===== config.mk =====
export PLATFORM = sky130hd
export DESIGN_NAME = tftp_transfer_engine_top
export DESIGN_NICKNAME = d
export VERILOG_FILES = /design/src/design/tte_pkg.sv /design/src/design/tte_front.sv /design/src/design/tte_queue.sv /design/src/design/tte_back.sv /design/src/design/tftp_transfer_engine_top.sv
export SDC_FILE = /design/constraint.sdc
export NUM_CORES = 1
export LEC_CHECK = 0
export ABC_AREA = 0
export BUFFER_PORTS_ARGS = -buffer_cell sky130_fd_sc_hd__buf_2
export CAP_MARGIN = 20
export CORE_ASPECT_RATIO = 1.75
export CORE_UTILIZATION = 64
export CTS_CLUSTER_SIZE = 40
export DETAILED_ROUTE_END_ITERATION = 12
export PLACE_DENSITY = 0.91
export SYNTH_ARGS = -nofsm -noshare
export SYNTH_HDL_FRONTEND = slang
export SYNTH_HIERARCHICAL = 1
export SYNTH_SLANG_ARGS = --single-unit

===== constraint.sdc =====
create_clock -name clk -period 8.6 [get_ports clk]
set_input_delay 0.43 -clock clk [delete_from_list [all_inputs] [get_ports clk]]
set_output_delay 0.43 -clock clk [all_outputs]
set_load 0.005 [all_outputs]

===== src/design/tte_pkg.sv =====
`timescale 1ns / 1ps
// ----------------------------------------------------------------------------
// TFTP transfer engine package
// Shared field widths, codes and payload types of the transfer engine.
// ----------------------------------------------------------------------------
package tte_pkg;

	localparam int OP_W    = 2;
	localparam int OPC_W   = 16;
	localparam int BLK_W   = 16;
	localparam int LEN_W   = 10;
	localparam int ERR_W   = 3;
	localparam int ACT_W   = 3;
	localparam int OUTC_W  = 2;
	localparam int RETRY_W = 4;
	localparam int PK_W    = 3;

	localparam int BLOCK_BYTES = 512;
	localparam logic [LEN_W-1:0] BLOCK_LEN = LEN_W'(BLOCK_BYTES);
	localparam logic [RETRY_W-1:0] RETRY_SAT = '1;
	localparam logic [RETRY_W-1:0] RETRY_LIMIT_RST = RETRY_W'(3);

	// Depth of the queue between the front and the back
	localparam int QDEPTH = 2;
	localparam int QPTR_W = (QDEPTH > 1) ? $clog2(QDEPTH) : 1;
	localparam int QCNT_W = $clog2(QDEPTH + 1);

	// Event kinds
	localparam logic [OP_W-1:0] OP_PACKET   = 2'd0;
	localparam logic [OP_W-1:0] OP_TIMEOUT  = 2'd1;
	localparam logic [OP_W-1:0] OP_BLOCK    = 2'd2;
	localparam logic [OP_W-1:0] OP_FILE_ERR = 2'd3;

	// Wire opcodes
	localparam logic [OPC_W-1:0] OPC_RRQ   = 16'd1;
	localparam logic [OPC_W-1:0] OPC_WRQ   = 16'd2;
	localparam logic [OPC_W-1:0] OPC_DATA  = 16'd3;
	localparam logic [OPC_W-1:0] OPC_ACK   = 16'd4;
	localparam logic [OPC_W-1:0] OPC_ERROR = 16'd5;

	// Packet classes produced by the front
	localparam logic [PK_W-1:0] PK_RRQ   = 3'd0;
	localparam logic [PK_W-1:0] PK_WRQ   = 3'd1;
	localparam logic [PK_W-1:0] PK_DATA  = 3'd2;
	localparam logic [PK_W-1:0] PK_ACK   = 3'd3;
	localparam logic [PK_W-1:0] PK_ERROR = 3'd4;
	localparam logic [PK_W-1:0] PK_OTHER = 3'd5;

	// Actions
	localparam logic [ACT_W-1:0] ACT_NONE   = 3'd0;
	localparam logic [ACT_W-1:0] ACT_ACK    = 3'd1;
	localparam logic [ACT_W-1:0] ACT_DATA   = 3'd2;
	localparam logic [ACT_W-1:0] ACT_RESEND = 3'd3;
	localparam logic [ACT_W-1:0] ACT_ERROR  = 3'd4;

	// Outcomes
	localparam logic [OUTC_W-1:0] OUTC_BUSY = 2'd0;
	localparam logic [OUTC_W-1:0] OUTC_DONE = 2'd1;
	localparam logic [OUTC_W-1:0] OUTC_FAIL = 2'd2;

	localparam logic [ERR_W-1:0] ERR_ILLEGAL = 3'd4;

	typedef struct packed {
		logic [OP_W-1:0]  operation;
		logic [OPC_W-1:0] opcode;
		logic [BLK_W-1:0] block_number;
		logic [LEN_W-1:0] payload_length;
		logic [ERR_W-1:0] file_error_code;
	} req_t;

	typedef struct packed {
		logic [ACT_W-1:0]  action;
		logic [BLK_W-1:0]  out_block;
		logic [LEN_W-1:0]  out_length;
		logic [ERR_W-1:0]  error_code;
		logic [OUTC_W-1:0] outcome;
	} rsp_t;

	// Classified event as it travels through the queue
	typedef struct packed {
		logic [OP_W-1:0]  op;
		logic [PK_W-1:0]  pkt;
		logic [BLK_W-1:0] blk;
		logic [LEN_W-1:0] len;
		logic             short_blk;
		logic [ERR_W-1:0] ferr;
	} cls_t;

	typedef struct packed {
		logic full;
		logic empty;
	} q_status_t;

endpackage


===== src/design/tte_front.sv =====
`timescale 1ns / 1ps
// ----------------------------------------------------------------------------
// TFTP transfer engine front
// Takes requests, decodes the opcode and clamps the length into one stage.
// ----------------------------------------------------------------------------
module tte_front import tte_pkg::*; (
	input  logic      clk,
	input  logic      arst_n,
	input  logic      req_valid,
	output logic      req_stall,
	input  req_t      req,
	output logic      push,
	output cls_t      push_data,
	input  q_status_t q_status
);

	logic valid_s1;
	cls_t cls_s1;
	cls_t cls_d;
	logic accept;

	always_comb begin
		cls_d.op        = req.operation;
		cls_d.blk       = req.block_number;
		cls_d.ferr      = req.file_error_code;
		cls_d.short_blk = (req.payload_length < BLOCK_LEN);
		cls_d.len       = cls_d.short_blk ? req.payload_length : BLOCK_LEN;
		unique case (req.opcode)
			OPC_RRQ:   cls_d.pkt = PK_RRQ;
			OPC_WRQ:   cls_d.pkt = PK_WRQ;
			OPC_DATA:  cls_d.pkt = PK_DATA;
			OPC_ACK:   cls_d.pkt = PK_ACK;
			OPC_ERROR: cls_d.pkt = PK_ERROR;
			default:   cls_d.pkt = PK_OTHER;
		endcase
	end

	assign push      = valid_s1 && !q_status.full;
	assign push_data = cls_s1;
	assign req_stall = valid_s1 && q_status.full;
	assign accept    = req_valid && !req_stall;

	always_ff @(posedge clk or negedge arst_n) begin
		if (!arst_n) begin
			valid_s1 <= 1'b0;
		end else if (accept) begin
			valid_s1 <= 1'b1;
		end else if (push) begin
			valid_s1 <= 1'b0;
		end
	end

	always_ff @(posedge clk) begin
		if (accept) begin
			cls_s1 <= cls_d;
		end
	end

endmodule


===== src/design/tte_queue.sv =====
`timescale 1ns / 1ps
// ----------------------------------------------------------------------------
// TFTP transfer engine queue
// Short first-in first-out buffer between the front and the back.
// ----------------------------------------------------------------------------
module tte_queue import tte_pkg::*; (
	input  logic      clk,
	input  logic      arst_n,
	input  logic      push,
	input  cls_t      push_data,
	input  logic      pop,
	output cls_t      head,
	output q_status_t q_status
);

	cls_t              mem_q [QDEPTH];
	logic [QPTR_W-1:0] wr_ptr_q;
	logic [QPTR_W-1:0] rd_ptr_q;
	logic [QCNT_W-1:0] count_q;

	function automatic logic [QPTR_W-1:0] ptr_next(input logic [QPTR_W-1:0] p);
		ptr_next = (p == QPTR_W'(QDEPTH - 1)) ? '0 : p + QPTR_W'(1);
	endfunction

	assign q_status.full  = (count_q == QCNT_W'(QDEPTH));
	assign q_status.empty = (count_q == '0);
	assign head           = mem_q[rd_ptr_q];

	always_ff @(posedge clk or negedge arst_n) begin
		if (!arst_n) begin
			wr_ptr_q <= '0;
			rd_ptr_q <= '0;
			count_q  <= '0;
		end else begin
			if (push) begin
				wr_ptr_q <= ptr_next(wr_ptr_q);
			end
			if (pop) begin
				rd_ptr_q <= ptr_next(rd_ptr_q);
			end
			if (push && !pop) begin
				count_q <= count_q + QCNT_W'(1);
			end else if (pop && !push) begin
				count_q <= count_q - QCNT_W'(1);
			end
		end
	end

	always_ff @(posedge clk) begin
		if (push) begin
			mem_q[wr_ptr_q] <= push_data;
		end
	end

endmodule


===== src/design/tte_back.sv =====
`timescale 1ns / 1ps
// ----------------------------------------------------------------------------
// TFTP transfer engine back
// Holds the transfer state, executes one classified event per cycle while the response is not stalled, and
// registers the result for the response channel.
// ----------------------------------------------------------------------------
module tte_back import tte_pkg::*; (
	input  logic               clk,
	input  logic               arst_n,
	input  logic [RETRY_W-1:0] retry_limit,
	input  cls_t               head,
	input  q_status_t          q_status,
	output logic               pop,
	output logic               rsp_valid,
	input  logic               rsp_stall,
	output rsp_t               rsp
);

	localparam logic [1:0] PH_IDLE       = 2'd0;
	localparam logic [1:0] PH_NEED_BLOCK = 2'd1;
	localparam logic [1:0] PH_WAIT_ACK   = 2'd2;
	localparam logic [1:0] PH_RECV       = 2'd3;

	logic [1:0]         phase_q;
	logic [BLK_W-1:0]   block_q;
	logic [RETRY_W-1:0] retry_q;
	logic [LEN_W-1:0]   last_len_q;
	logic               rsp_valid_q;
	rsp_t               rsp_q;

	logic [1:0]         phase_d;
	logic [BLK_W-1:0]   block_d;
	logic [RETRY_W-1:0] retry_d;
	logic [LEN_W-1:0]   last_len_d;
	logic [RETRY_W-1:0] retry_inc;
	logic [BLK_W-1:0]   prev_blk;
	rsp_t               res;

	assign pop       = !q_status.empty && (!rsp_valid_q || !rsp_stall);
	assign rsp_valid = rsp_valid_q;
	assign rsp       = rsp_q;
	assign prev_blk  = block_q - BLK_W'(1);
	assign retry_inc = (retry_q != RETRY_SAT) ? retry_q + RETRY_W'(1) : retry_q;

	always_comb begin
		phase_d    = phase_q;
		block_d    = block_q;
		retry_d    = retry_q;
		last_len_d = last_len_q;
		res        = '0;
		res.action  = ACT_NONE;
		res.outcome = OUTC_BUSY;
		unique case (phase_q)
			PH_IDLE: begin
				if (head.op == OP_PACKET) begin
					if (head.pkt == PK_RRQ) begin
						phase_d = PH_NEED_BLOCK;
						block_d = BLK_W'(1);
						retry_d = '0;
					end else if (head.pkt == PK_WRQ) begin
						phase_d    = PH_RECV;
						block_d    = BLK_W'(1);
						res.action = ACT_ACK;
					end else begin
						res.action     = ACT_ERROR;
						res.error_code = ERR_ILLEGAL;
						res.outcome    = OUTC_FAIL;
					end
				end
			end
			PH_NEED_BLOCK: begin
				if (head.op == OP_BLOCK) begin
					last_len_d     = head.len;
					retry_d        = '0;
					phase_d        = PH_WAIT_ACK;
					res.action     = ACT_DATA;
					res.out_block  = block_q;
					res.out_length = head.len;
				end else if (head.op == OP_FILE_ERR) begin
					phase_d        = PH_IDLE;
					res.action     = ACT_ERROR;
					res.error_code = head.ferr;
					res.outcome    = OUTC_FAIL;
				end
			end
			PH_WAIT_ACK: begin
				if (head.op == OP_PACKET || head.op == OP_TIMEOUT) begin
					if (head.op == OP_PACKET && head.pkt == PK_ACK && head.blk == block_q) begin
						if (last_len_q < BLOCK_LEN) begin
							phase_d     = PH_IDLE;
							res.outcome = OUTC_DONE;
						end else begin
							block_d = block_q + BLK_W'(1);
							phase_d = PH_NEED_BLOCK;
						end
					end else begin
						// The saturated count is compared, so a limit of zero fails at once.
						retry_d = retry_inc;
						if (retry_inc >= retry_limit) begin
							phase_d     = PH_IDLE;
							res.outcome = OUTC_FAIL;
						end else begin
							res.action     = ACT_RESEND;
							res.out_block  = block_q;
							res.out_length = last_len_q;
						end
					end
				end
			end
			PH_RECV: begin
				case (head.op)
					OP_FILE_ERR: begin
						phase_d        = PH_IDLE;
						res.action     = ACT_ERROR;
						res.error_code = head.ferr;
						res.outcome    = OUTC_FAIL;
					end
					OP_TIMEOUT: begin
						phase_d     = PH_IDLE;
						res.outcome = OUTC_FAIL;
					end
					OP_PACKET: begin
						if (head.pkt == PK_DATA) begin
							if (head.blk == block_q) begin
								res.action    = ACT_ACK;
								res.out_block = block_q;
								if (head.short_blk) begin
									phase_d     = PH_IDLE;
									res.outcome = OUTC_DONE;
								end else begin
									block_d = block_q + BLK_W'(1);
								end
							end else if (head.blk == prev_blk && prev_blk != '0) begin
								// Duplicate of the previous block: acknowledge it again.
								res.action    = ACT_ACK;
								res.out_block = prev_blk;
							end else begin
								phase_d        = PH_IDLE;
								res.action     = ACT_ERROR;
								res.error_code = ERR_ILLEGAL;
								res.outcome    = OUTC_FAIL;
							end
						end else if (head.pkt == PK_ERROR) begin
							phase_d     = PH_IDLE;
							res.outcome = OUTC_FAIL;
						end else begin
							phase_d        = PH_IDLE;
							res.action     = ACT_ERROR;
							res.error_code = ERR_ILLEGAL;
							res.outcome    = OUTC_FAIL;
						end
					end
					default: begin
					end
				endcase
			end
			default: begin
			end
		endcase
	end

	always_ff @(posedge clk or negedge arst_n) begin
		if (!arst_n) begin
			phase_q     <= PH_IDLE;
			block_q     <= '0;
			retry_q     <= '0;
			last_len_q  <= '0;
			rsp_valid_q <= 1'b0;
		end else begin
			if (pop) begin
				phase_q     <= phase_d;
				block_q     <= block_d;
				retry_q     <= retry_d;
				last_len_q  <= last_len_d;
				rsp_valid_q <= 1'b1;
			end else if (!rsp_stall) begin
				rsp_valid_q <= 1'b0;
			end
		end
	end

	always_ff @(posedge clk) begin
		if (pop) begin
			rsp_q <= res;
		end
	end

endmodule


===== src/design/tftp_transfer_engine_top.sv =====
`timescale 1ns / 1ps
// Path: a request is registered in the front stage, written into the two-entry queue, then
// executed by the back, which registers its result onto rsp.
// Throughput: one request per cycle while rsp is not stalled; during a stall the front
// register and the two-entry queue take up to three more requests before req_stall rises.
// Reset (arst_n low): idle phase, block counter, retry count and last length
// cleared, retry limit back to 3, queue and output register emptied.
// ----------------------------------------------------------------------------
// TFTP transfer engine top level
// Server-side lock-step TFTP transfer engine: front, queue and back.
// ----------------------------------------------------------------------------
module tftp_transfer_engine_top import tte_pkg::*; (
	input  logic               clk,
	input  logic               arst_n,
	input  logic               req_valid,
	output logic               req_stall,
	input  req_t               req,
	output logic               rsp_valid,
	input  logic               rsp_stall,
	output rsp_t               rsp,
	input  logic               cfg_valid,
	output logic               cfg_ready,
	input  logic [RETRY_W-1:0] cfg_data
);

	logic               push;
	logic               pop;
	cls_t               push_data;
	cls_t               head;
	q_status_t          q_status;
	logic [RETRY_W-1:0] retry_limit_q;

	assign cfg_ready = 1'b1;

	always_ff @(posedge clk or negedge arst_n) begin
		if (!arst_n) begin
			retry_limit_q <= RETRY_LIMIT_RST;
		end else if (cfg_valid && cfg_ready) begin
			retry_limit_q <= cfg_data;
		end
	end

	tte_front u_front (
		.clk       (clk),
		.arst_n    (arst_n),
		.req_valid (req_valid),
		.req_stall (req_stall),
		.req       (req),
		.push      (push),
		.push_data (push_data),
		.q_status  (q_status)
	);

	tte_queue u_queue (
		.clk       (clk),
		.arst_n    (arst_n),
		.push      (push),
		.push_data (push_data),
		.pop       (pop),
		.head      (head),
		.q_status  (q_status)
	);

	tte_back u_back (
		.clk         (clk),
		.arst_n      (arst_n),
		.retry_limit (retry_limit_q),
		.head        (head),
		.q_status    (q_status),
		.pop         (pop),
		.rsp_valid   (rsp_valid),
		.rsp_stall   (rsp_stall),
		.rsp         (rsp)
	);

endmodule


==> reports/metrics.cfg <==
[routing]
post_drt_via_cell_ratio = 6.28
wl_met2_um = 11000
vias = 6283
highest_layer = met4
totalWireLength_um = 20700
routedWlPerCell_um = 20.7
drc_errors = 0
drt_iter0_drc = 480
ant_nets = 0
met3WireLength_um = 1130
first_pass_iters = 5
met1_length_um = 7390

[timing]
post-route-period-util = 0.520
fmaxAchievable_mhz = 224
layout_setup_ws_ns = 4.13
rsz0062_at_grt = false
period_minus_slack_ns = 4.47
maxSlewHeadroom = 0.298
hold_viol = 0
maxSlewViolCount = 0
worst_pin_slew_ns = 1.05
fin_skew_ns = 0.0159
tns_ns = 0
setup_viol = 0

[clock_network]
htreeDepth = 4
cts_root_buf = clkbuf_16
cts_buffer_depth = 2
clkLatencyLatePin_ns = 0.43
cts_resized = 0
cts_setup_buffers = 0
cts_tree = built
numCtsBuffers = 17
holdBufCountCts = 0
cts_sinks = 181
cts.clk_slew.worst_paths_ns = 0.08

[finish]
diodes = 0
fin_util = 0.741
mostFrequentLayoutCells = edfxtp_1 (139), buf_2 (91), nor2_1 (45)
drive_gt1_frac = 0.252
nets = 888
area_growth_pct = 12.5
fin_area_um2 = 10300
final_common_cell = edfxtp_1

[synthesis]
yosys-mux-area-fraction = 0.0778
postSynthAreaPerCell_um2 = 12.5
ys.flop_type = edfxtp_1
synthCells = 732
syn-num-nets = 810
synth_top_family_by_area = simple AND/OR/NAND/NOR gates
yosysUniqueCellTypes = 75
synth-compound-area-share = 0.0827
syn_area_um2 = 9150
yosys.area_share.simple = 0.159
synth_edf_count = 139
synth-xor-area-share = 0.0451
synth_seq_cells = 181
synthAdderAreaFrac = 0.0301
ys_warn_count = 6
ys_seq_area_frac = 0.571
async_flop_share = 0.232

[worst_setup_path]
arrival_ns = 4.70
crit_type = reg2reg
critPathMaxStageDelay_ns = 0.66
startpoint = u_back/block_q[0]
worstReg2RegStart = u_back/block_q[0]
cp_max_fo = 14
cp_cell_sequence = inv_1, ha_1, or4b_4, a2111oi_0, a221oi_1, nor4_1, nand4b_1, nor3_1, nand3_1, o21ai_0
start_kind = register
crit_path_end_kind = register
required_ns = 8.83
cp_slowest_cell = nor3_1

[power]
peakVddDrop_mv = 0.336
power.total_mw = 3.42
p_per_area_nw_per_um2 = 332
power.static_leakage_nw = 4.00

[hold_path]
min-delay-path-class = in2async

[die]
initial_core_util = 0.658
io_pins = 93
dieWidth_um = 92.4
fp-row-count = 57
die_area_um2 = 14800
core-area_um2 = 13900
die_y_um = 160

[grt]
grt-ovfl-total = 0
grt_pass1_wl_um = 32700
grt_pass1_vias = 6438
grt_util_all_layers = 0.296
antenna_found_initial = 0
grt_max_degree = 43

[flow_run]
drv_cap = 0

[placement]
place_hpwl_um = 15000
post_dp_cell_area_um2 = 9680
gp_routability_congestion = 0.996
dp_slack_ns = 4.29
place.port_buffers = 91

[status]
status = completed

==> Yosys cell counts (all sizes together) (3+ instances only) <==
library cell	count	area (um^2)
edfxtp	139	4170
mux2	50	672
nor2	45	169
dfrtp	40	1000
nand2	38	143
nor2b	33	206
xnor2	27	255
o21ai	26	130
nor3	25	130
clkbuf	23	86.3
inv	23	86.3
ha	22	275
nor4	19	140
nand3	18	90.1
xor2	18	158
buf	17	139
a21oi	15	75.1
a22oi	12	95.1
nand2b	11	68.8
a21o	10	75.1
or2	9	56.3
or4	9	78.8
and2	8	50.1
or3	8	50.1
a211oi	7	52.6
nand4	6	37.5
and3	5	36.3
o31ai	5	37.5
mux2i	4	40.0
nand3b	4	30.0
nand4b	4	35.0
nor4b	4	41.3
a221oi	3	26.3
a22o	3	26.3
a2bb2oi	3	26.3
a31oi	3	18.8
and4	3	26.3
o22ai	3	18.8
or3b	3	26.3
==> cell type report <==
class	instances	area [um^2]
well taps	177	221
repair buffers	99	515
inverters	23	86.3
fillers	918	3610
multi-input cells	488	3630
flip-flops and latches	181	5230
clock inverters	15	191
clock buffers	17	425
==> logic make-up after synthesis <==
family	count (synthesis)
flip-flops	181
other	1
AO/OA/AOI/OAI	110
XOR/XNOR	45
buffers and inverters	63
multiplexers	54
AND/OR/NAND/NOR	256
adder cells (fa/ha/maj)	22
==> where the power goes <==
group / leakage, nW / internal, mW / switching (mW) / total, mW
Clock: 0.298 / 0.421 / 0.370 / 0.792
Sequential: 1.86 / 1.24 / 0.168 / 1.41
Combinational: 1.84 / 0.522 / 0.694 / 1.22
Total: 4.00 / 2.19 / 1.23 / 3.42
==> flip-flops by register name, summed over array words and instances, names as in the netlist <==
signal	count
retry_limit_q	4
u_back/block_q	16
u_queue/mem_q	70
u_queue/count_q	2
u_front/push_data	35
u_front/valid_s1	1
u_queue/wr_ptr_q	1
u_back/rsp	34
u_back/rsp_valid	1
u_back/retry_q	4
u_back/phase_q	2
u_back/last_len_q	10
u_queue/rd_ptr_q	1
==> per-layer routing <==
layer | vias up | GRT usage
li1 | 2867 | -
met1 | 3023 | 0.320
met2 | 320 | 0.525
met3 | 73 | 0.0552
met4 | 0 | 0.183
met5 | - | 0
==> worst max-delay path: cells and delay by family (launching register included) <==
family / cells / cell delay (ns)
compound gates: 3 / 1.03
fa+ha+maj: 1 / 0.44
buf+inv: 1 / 0.19
flops: 1 / 0.58
simple gates: 5 / 2.04
==> per-stage QoR <==
stage / cells / hold slack (ns)
finish: 1000 / 0.137
global route: 1000 / 0.152
CTS: 1000 / 0.158
detailed placement: 968 / 0.430
global placement: 968 / 0.423
floorplan: 732 / 0.134
==> final timing paths <==
| kind | slack (ns) | cells past startpoint | endpoint |
|---|---|---|---|
| max | 4.13 | 10 | u_back/rsp[19] |
| min | 0.14 | 1 | u_queue/count_q[0] |
| max reg2reg | 4.13 | 10 | u_back/rsp[19] |
| min reg2reg | 0.44 | 0 | u_queue/mem_q[1][26] |
| max in group asynchronous | 7.79 | 1 | u_queue/rd_ptr_q |
| min in group clk | 0.17 | 1 | u_front/push_data[17] |
Note: power is estimated with default switching activity, not from simulation.
